<file path="config.mk">
export PLATFORM = sky130hd
export DESIGN_NAME = utf8_stream_decoder_flat
export DESIGN_NICKNAME = d
export VERILOG_FILES = /design/src/rtl/core/u8d_pkg.sv /design/src/rtl/core/u8d_in_if.sv /design/src/rtl/core/u8d_out_if.sv /design/src/rtl/core/utf8_stream_decoder.sv /design/src/flat_wrapper.sv
export SDC_FILE = /design/constraint.sdc
export NUM_CORES = 1
export LEC_CHECK = 0
export ABC_AREA = 1
export BUFFER_PORTS_ARGS = -buffer_cell sky130_fd_sc_hd__buf_2
export CORE_MARGIN = 2
export CORE_UTILIZATION = 45
export DETAILED_ROUTE_END_ITERATION = 8
export HOLD_SLACK_MARGIN = 0.15
export PLACE_DENSITY = 0.71
export SYNTH_ARGS = -nofsm -noshare
export SYNTH_HDL_FRONTEND = slang
export SYNTH_SLANG_ARGS = --single-unit
</file>
<file path="constraint.sdc">
create_clock -name clk_i -period 4.2 [get_ports clk_i]
set_clock_uncertainty 0.05 [all_clocks]
set_input_delay 0.42 -clock clk_i [delete_from_list [all_inputs] [get_ports clk_i]]
set_output_delay 0.42 -clock clk_i [all_outputs]
set_load 0.01 [all_outputs]
</file>
<file path="src/rtl/core/u8d_pkg.sv">
// Shared types and constants of the UTF-8 stream decoder.
package u8d_pkg;

  localparam int unsigned ByteW  = 8;
  localparam int unsigned CpW    = 32;
  localparam int unsigned OwedW  = 3;
  localparam int unsigned ContW  = 6;
  localparam int unsigned BufCntW = 2;

  localparam logic [ByteW-1:0] LeadBit  = 8'h80;
  localparam logic [ByteW-1:0] ContMask = 8'h3f;
  localparam logic [ByteW-1:0] TopMark  = 8'h20;

  typedef logic [ByteW-1:0] data_byte_t;
  typedef logic [CpW-1:0]   cp_t;
  typedef logic [OwedW-1:0] owed_t;
  typedef logic [BufCntW-1:0] buf_cnt_t;

  typedef struct packed {
    cp_t  code_point;
    logic run_last;
  } res_t;

  typedef struct packed {
    owed_t owed;
    cp_t   value;
  } lead_t;

  function automatic lead_t lead_decode(input data_byte_t b);
    lead_t r;
    r.value = '0;
    if ((b & TopMark) == '0) begin
      r.owed  = owed_t'(1);
      r.value = cp_t'(b[4:0]);
    end else if (!b[4]) begin
      r.owed  = owed_t'(2);
      r.value = cp_t'(b[3:0]);
    end else if (!b[3]) begin
      r.owed  = owed_t'(3);
      r.value = cp_t'(b[2:0]);
    end else if (!b[2]) begin
      r.owed  = owed_t'(4);
      r.value = cp_t'(b[1:0]);
    end else if (!b[1]) begin
      r.owed  = owed_t'(5);
      r.value = cp_t'(b[0]);
    end else if (!b[0]) begin
      r.owed  = owed_t'(6);
      r.value = '0;
    end else begin
      r.owed  = owed_t'(7);
      r.value = cp_t'(b);
    end
    return r;
  endfunction

endpackage

</file>
<file path="src/rtl/core/u8d_in_if.sv">
// Byte channel of the UTF-8 stream decoder.
interface u8d_in_if;
  logic                valid;
  logic                ready;
  u8d_pkg::data_byte_t data_byte;
  logic                end_of_string;

  modport source (output valid, output data_byte, output end_of_string, input ready);
  modport sink   (input valid, input data_byte, input end_of_string, output ready);
endinterface

</file>
<file path="src/rtl/core/u8d_out_if.sv">
// Code point channel of the UTF-8 stream decoder.
interface u8d_out_if;
  logic         valid;
  logic         ready;
  u8d_pkg::cp_t code_point;
  logic         run_last;

  modport source (output valid, output code_point, output run_last, input ready);
  modport sink   (input valid, input code_point, input run_last, output ready);
endinterface

</file>
<file path="src/rtl/core/utf8_stream_decoder.sv">
// UTF-8 stream decoder (lax 8-byte scheme): byte words in, code point words out.
//
// in_i carries one byte per word with an end-of-string mark; out_o carries
// decoded code points, each with run_last set on the final word caused by
// an input byte. A broken sequence gives two output words (0, then the
// plain byte); a truncated one at end of string gives a single 0.
// A byte accepted on in_i is held in the input register and decoded from
// there; its first code point is then written into the output buffer,
// which drives out_o.
// Throughput: one byte per cycle while the receiver keeps taking words. The
// decoded words go into a two-entry output buffer; a byte that yields two
// words needs both slots free, so a broken sequence can hold off the next byte.
// Reset empties the input register and the output buffer and clears the decode
// state (no sequence pending, partial value zero).
// When the receiver stalls, the buffer fills, the input register holds its
// byte and in_i.ready drops once that byte has no room; no word is lost.
module utf8_stream_decoder import u8d_pkg::*; (
  input  logic clk_i,
  input  logic rst_ni,
  u8d_in_if.sink    in_i,
  u8d_out_if.source out_o
);

  logic       s1_valid_q;
  data_byte_t s1_byte_q;
  logic       s1_eos_q;
  logic       s1_fire;

  cp_t   part_q, part_d;
  owed_t owed_q, owed_d;

  res_t     buf_q [2];
  res_t     buf_d [2];
  buf_cnt_t cnt_q, cnt_d, cnt_left, room;
  logic     pop;

  buf_cnt_t n_push;
  res_t     res0, res1;
  lead_t    lead;
  cp_t      acc;
  owed_t    owed_dec;

  // decode
  always_comb begin
    lead     = lead_decode(s1_byte_q);
    acc      = {part_q[CpW-ContW-1:0], s1_byte_q[ContW-1:0] & ContMask[ContW-1:0]};
    owed_dec = owed_q - owed_t'(1);
    n_push   = '0;
    res0     = '{code_point: '0, run_last: 1'b1};
    res1     = '{code_point: cp_t'(s1_byte_q), run_last: 1'b1};
    part_d   = part_q;
    owed_d   = owed_q;
    if (owed_q == '0) begin
      if ((s1_byte_q & LeadBit) == '0) begin
        n_push          = buf_cnt_t'(1);
        res0.code_point = cp_t'(s1_byte_q);
      end else if (s1_eos_q) begin
        n_push = buf_cnt_t'(1);
        part_d = '0;
        owed_d = '0;
      end else begin
        part_d = lead.value;
        owed_d = lead.owed;
      end
    end else if ((s1_byte_q & LeadBit) == '0) begin
      n_push        = buf_cnt_t'(2);
      res0.run_last = 1'b0;
      part_d        = '0;
      owed_d        = '0;
    end else if (owed_dec == '0) begin
      n_push          = buf_cnt_t'(1);
      res0.code_point = acc;
      part_d          = '0;
      owed_d          = '0;
    end else if (s1_eos_q) begin
      n_push = buf_cnt_t'(1);
      part_d = '0;
      owed_d = '0;
    end else begin
      part_d = acc;
      owed_d = owed_dec;
    end
  end

  assign pop      = (cnt_q != '0) && out_o.ready;
  assign cnt_left = cnt_q - buf_cnt_t'(pop);
  assign room     = buf_cnt_t'(2) - cnt_left;
  assign s1_fire  = s1_valid_q && (n_push <= room);

  assign in_i.ready = !s1_valid_q || s1_fire;

  // output buffer: pop head, then append
  always_comb begin
    buf_d[0] = buf_q[0];
    buf_d[1] = buf_q[1];
    if (pop) begin
      buf_d[0] = buf_q[1];
    end
    cnt_d = cnt_left;
    if (s1_fire && (n_push != '0)) begin
      cnt_d = cnt_left + n_push;
      if (cnt_left == '0) begin
        buf_d[0] = res0;
        buf_d[1] = res1;
      end else begin
        buf_d[1] = res0;
      end
    end
  end

  assign out_o.valid      = (cnt_q != '0);
  assign out_o.code_point = buf_q[0].code_point;
  assign out_o.run_last   = buf_q[0].run_last;

  always_ff @(posedge clk_i or negedge rst_ni) begin
    if (!rst_ni) begin
      s1_valid_q <= 1'b0;
      cnt_q      <= '0;
      part_q     <= '0;
      owed_q     <= '0;
    end else begin
      if (in_i.ready) begin
        s1_valid_q <= in_i.valid;
      end
      cnt_q <= cnt_d;
      if (s1_fire) begin
        part_q <= part_d;
        owed_q <= owed_d;
      end
    end
  end

  always_ff @(posedge clk_i) begin
    if (in_i.ready && in_i.valid) begin
      s1_byte_q <= in_i.data_byte;
      s1_eos_q  <= in_i.end_of_string;
    end
    buf_q[0] <= buf_d[0];
    buf_q[1] <= buf_d[1];
  end

`ifndef SYNTH
  a_cnt_range: assert property (@(posedge clk_i) disable iff (!rst_ni)
    cnt_q <= buf_cnt_t'(2))
    else $error("output buffer count out of range");

  a_split_needs_seq: assert property (@(posedge clk_i) disable iff (!rst_ni)
    (s1_fire && n_push == buf_cnt_t'(2)) |-> owed_q != '0)
    else $error("two words pushed without a pending sequence");

  a_eos_clears: assert property (@(posedge clk_i) disable iff (!rst_ni)
    (s1_fire && s1_eos_q) |=> owed_q == '0)
    else $error("sequence still pending after end of string");

  a_not_last_has_next: assert property (@(posedge clk_i) disable iff (!rst_ni)
    (out_o.valid && !out_o.run_last) |-> cnt_q == buf_cnt_t'(2))
    else $error("non-final word without its follower buffered");
`endif

endmodule

</file>
<file path="src/flat_wrapper.sv">
// flat-port wrapper written by rule: the top's interface ports become plain ports
module utf8_stream_decoder_flat import u8d_pkg::*;
  (clk_i, rst_ni, in_i_valid, in_i_data_byte, in_i_end_of_string, in_i_ready, out_o_valid, out_o_code_point, out_o_run_last, out_o_ready);
  u8d_in_if in_i_i ();
  u8d_out_if out_o_i ();
  input  logic clk_i;
  input  logic rst_ni;
  input wire logic [$bits(in_i_i.valid)-1:0] in_i_valid;
  input wire logic [$bits(in_i_i.data_byte)-1:0] in_i_data_byte;
  input wire logic [$bits(in_i_i.end_of_string)-1:0] in_i_end_of_string;
  output wire logic [$bits(in_i_i.ready)-1:0] in_i_ready;
  output wire logic [$bits(out_o_i.valid)-1:0] out_o_valid;
  output wire logic [$bits(out_o_i.code_point)-1:0] out_o_code_point;
  output wire logic [$bits(out_o_i.run_last)-1:0] out_o_run_last;
  input wire logic [$bits(out_o_i.ready)-1:0] out_o_ready;
  assign in_i_i.valid = in_i_valid;
  assign in_i_i.data_byte = in_i_data_byte;
  assign in_i_i.end_of_string = in_i_end_of_string;
  assign in_i_ready = in_i_i.ready;
  assign out_o_valid = out_o_i.valid;
  assign out_o_code_point = out_o_i.code_point;
  assign out_o_run_last = out_o_i.run_last;
  assign out_o_i.ready = out_o_ready;
  utf8_stream_decoder u_core (.clk_i(clk_i), .rst_ni(rst_ni), .in_i(in_i_i), .out_o(out_o_i));
endmodule
</file>
Word level (Yosys, flattened, before mapping)
Memory sizes are Yosys's and may differ from the RTL's.
Index checks and enable logic that the tools add are counted.
- $add $sub $neg: 4
- magnitude comparators: 1
- equality and inequality tests: 1
- muxes and demuxes: 34
- reduce and logical (&&, ||, !) cells: 14
- operator list (operator ; number):
    two-way mux 35 bit ; 5
    two-way mux 26 bit ; 6
    two-way mux 33 bit ; 4
    two-way mux 32 bit ; 3
    two-way mux 66 bit ; 1
    two-way mux 3 bit ; 6
    zero test 8 bit ; 2
    two-way mux 2 bit ; 5
    two-way mux 8 bit ; 1
    zero test 3 bit ; 2
    logical AND 1 bit ; 4
    nonzero test 2 bit ; 2
    two-way mux 1 bit ; 3
    subtractor 3 x 1 -> 3 bit (second input constant) ; 1
    adder 2 bit ; 1
    less-or-equal comparator 2 bit ; 1
    zero test 2 bit ; 1
    != test 2 bit (second input constant) ; 1
    AND reduction 2 bit ; 1
    subtractor 2 x 1 -> 2 bit ; 1
    subtractor 2 bit (first input constant) ; 1
    zero test 1 bit ; 1
    logical OR 1 bit ; 1
- register bits: 41
- RAM bits: 66
- bits of input ports: 13
- output and inout bits: 35
- memories: 1
- memories (memory ; words ; bits a word ; read ports ; clocked after Yosys merged registers in ; wr ports ; line ; RTL):
    u_core.buf_q ; 2 ; 33 ; 2 ; 0 ; 2 ; utf8_stream_decoder.sv:32 ; res_t buf_q [2];

Logic depth before layout (Yosys ltp)
- depth in word-level cells: 9
- mapped depth: 19
- gate-level depth less buffers: 18

Worst setup path after synthesis
OpenSTA, ideal clock, no wires.
- kind: reg-to-reg
- from: register, netlist name u_core.cnt_q[1]
- to: memory u_core.buf_q[0][33] in the netlist's numbering (enable)
- setup time: 0.437 ns
- arrival: 3.941 ns
- required time: 3.713 ns
- path slack: -0.229 ns
- cell stages (with the launch flop): 14
- clock period less this slack: 4.429 ns
- cells stage by stage: dfrtp_1 > or2_1 > nand2_2 > inv_2 > buf_2 > ha_1 > xnor2_1 > ha_1 > ha_1 > nand2_1 > nand2_1 > nand2_1 > nand2_1 > a21oi_1
- RTL lines (element ; line):
    end: declaration ; utf8_stream_decoder.sv:32

==> impl_results.md <==
* Critical Path RT at between 4 and 5 ns
* Worst slew pin tran at between 0.8 and 0.9 ns
* DP HPWL at around 6800 µm
* I/O Pins at between 40 and 50
* Largest vdd supply drop at between 500 and 600 µV
* DRT Wirelength at around 10000 µm
* FILL cells at between 1,000 and 1,500
* Main flop type after synthesis: edfxtp_1
* Post-CTS Setup Inserts at 0
* RSZ-0062 raised after global routing: false
* CTS Buffer Depth at 2
* CP startpoint kind: flop
* Row cnt at 39
* Routed Antenna Nets at 0
* CTS root buf: clkbuf_16
* Total global routing overflow at 0
* Setup crit start: u_core.cnt_q[1]
* Post-synth cell types at 34
* Area Growth Syn to Fin at 5.79%
* Avg Synthesized Cell Area at just under 9 µm²
* Antenna Cells at 0
* DR vias/cell at about 5.0
* Synth Area in Compound Gates at 0.0880
* Post-synthesis register bit count at 107
* Max Slew Vio Count at 0
* Arr. time, crit path at 3.59 ns
* Port-buffer cells at 47
* Placed Cells at ~760
* Synth Cell Area at about 0.0054 mm²
* Synth Area in Simple Gates at 0.277
* Total CTS buffers at 9
* Crit path time final at 3.36 ns
* Xor/xnor share of the synthesized area at 0.00327
* Worst-path clk slew at 0.07 ns
* Die width at roughly 110 µm
* Yosys warns at 0
* Cts repair resizes at 0
* Design area at ~0.0057 mm²
* Status: complete, but fails checks
* Iter 0 DRT Violations at approximately 360
* Max cap viols at 0
* Pre-Repair DR Iteration Count at 6
* Kind of critical path: flop to flop
* Reg-to-Reg Start: u_core.cnt_q[1]
* Die ar. at 0.0128 mm²
* P_leak at 0.00262 µW
* HP Class: primary input to flop
* Synth async-reset ratio at 0.299
* DP Area at 0.00538 mm²
* All-Layer GR Usage at 0.167
* Clk_lat worst skew at about 0.35 ns
* Fin cells at just under 800
* # setup viols final at 0
* Net Count, Synth at ~640
* Clk sinks at between 100 and 150
* Worst hold slack at between 0.15 and 0.2 ns
* RePlAce Congestion at between 0.8 and 0.9
* Main combinational cell family by area after synthesis: simple AND/OR/NAND/NOR gates
* Post-synthesis sequential area ratio at 0.508
* Crit end category: flop
* Rel. slew slack at 0.442
* First-pass GRT wire length at roughly 17,000 µm
* Share of layout cells above drive strength 1 at 0.234
* EDFF count, synth at between 40 and 50
* Fmax at 0.298 GHz
* Period utilization at 0.799
* CP max FO at 65
* Largest net degree at the start of global routing at 66
* Die height at ~110 µm
* Initial Util at 0.465
* Routed len/inst at 12.9 µm
* Final Power at between 5000 and 6000 µW
* Final hold vios at 0
* Synthesized instance count at between 600 and 700
* Synth Area in Adders at 0.0187
* Total number of vias at 3,822
* Cell Pwr Density at 950 mW/mm²
* Drt drc at 2
* Antenna violations before repair at 0
* Setup TNS at 0 ns
* Final #Nets at ~650
* CTS tree: done
* Htree depth at 3
* Mux contribution to synthesized area at 0
* Number of global-route vias before repair at approximately 3,700
* Area of the core at between 0.01 and 0.015 mm²
* Violated checks: design-rule violations
* Hold Path Origin: in_i_data_byte[4]
==> placed cells by master, fill, tap and decap left out, types with 2 or more instances in the layout <==
cell        count
a21oi_1         5
buf_2          47
buf_4           4
clkbuf_16       9
clkinvlp_4      2
dfrtp_1        32
dfxtp_1        33
edfxtp_1       42
ha_1            8
inv_1          28
inv_2           7
nand2_1       211
nand2_2        42
nand2_4         2
nand3_1        28
nand4_1         3
nor2_1         39
o21ai_0        14
o21ai_1        30
o21ai_2        23
==> worst paths after layout <==
| check | depth (start not counted) | end | slack [ns] |
|---|---|---|---|
| max | 14 | u_core.buf_q[0][31] | 0.84 |
| min | 1 | u_core.s1_byte_q[4] | 0.19 |
| max reg2reg | 14 | u_core.buf_q[0][31] | 0.84 |
| min reg2reg | 2 | u_core.part_q[25] | 0.45 |
| max in group asynchronous | 2 | u_core.cnt_q[1] | 3.00 |
| min in group asynchronous | 2 | u_core.part_q[24] | 0.61 |
==> registers in the layout, indices dropped and copies added (netlist names) <==
signal / flops
u_core.buf_q: 66
u_core.cnt_q: 2
u_core.owed_q: 3
u_core.part_q: 26
u_core.s1_byte_q: 8
u_core.s1_eos_q: 1
u_core.s1_valid_q: 1
==> layout make-up <==
class	count	area [µm²]	area share
tap	143	179	0.0316
multi-input combinational	419	2080	0.367
timing repair buffer	52	275	0.0486
inverter	35	131	0.0232
clock buffer	10	229	0.0404
clock inverter	6	48.8	0.00861
sequential	107	2720	0.480
==> critical path, cell delays in order (launching register included) <==
cell,delay (ns)
dfrtp_1,0.39
or2_1,0.15
nand2_2,0.06
inv_2,0.39
ha_1,0.30
xnor2_1,0.16
ha_1,0.27
ha_1,0.29
nand2_1,0.05
nand2_1,0.08
a21oi_1,0.10
nand3_2,0.08
buf_4,0.63
nand2_1,0.10
o21ai_1,0.12
==> cells in the mapped netlist, types with 6 or more instances <==
cell type / n / area (µm²)
nand2_1: 211 / 792
nor2_1: 39 / 146
o21ai_0: 14 / 70.1
inv_2: 7 / 26.3
nand2_2: 42 / 263
edfxtp_1: 42 / 1260
dfrtp_1: 32 / 801
a21oi_1: 6 / 30.0
o21ai_1: 30 / 150
buf_2: 13 / 65.1
buf_4: 33 / 248
o21ai_2: 23 / 201
dfxtp_1: 33 / 661
ha_1: 8 / 100
nand3_1: 28 / 140
inv_1: 28 / 105
buf_6: 8 / 90.1
==> what timing repair did <==
action,CTS,global route
endpoints found under the setup margin,0,0
hold buffers,1,0
endpoints found under the hold margin,32,0
==> layer usage <==
metal / track usage / up-vias / routed length [µm]
met5: 0 / - / 0
met4: 0.0593 / 0 / 174
met3: 0.0327 / 14 / 478
met2: 0.273 / 87 / 4690
met1: 0.224 / 1755 / 4630
li1: - / 1966 / -
==> through the flow <==
stage	worst slack (ns)	util
floorplan	0.535	-
global placement	0.909	0.467
detailed placement	0.820	0.467
CTS	0.791	0.492
global route	0.446	0.492
finish	0.842	0.492
==> cells by family after synthesis <==
logic type | Yosys count
AO/OA/AOI/OAI | 76
XOR/XNOR | 2
adder cells (fa/ha/maj) | 8
buffers and inverters | 94
flip-flops | 107
AND/OR/NAND/NOR | 333
==> power breakdown <==
group / switching [µW] / internal [µW] / leakage (µW)
Sequential: 244 / 1690 / 0.00111
Clock: 392 / 409 / 0.000131
Combinational: 1860 / 790 / 0.00138
Total: 2490 / 2890 / 0.00262
Power figures use the tool's default switching activity.
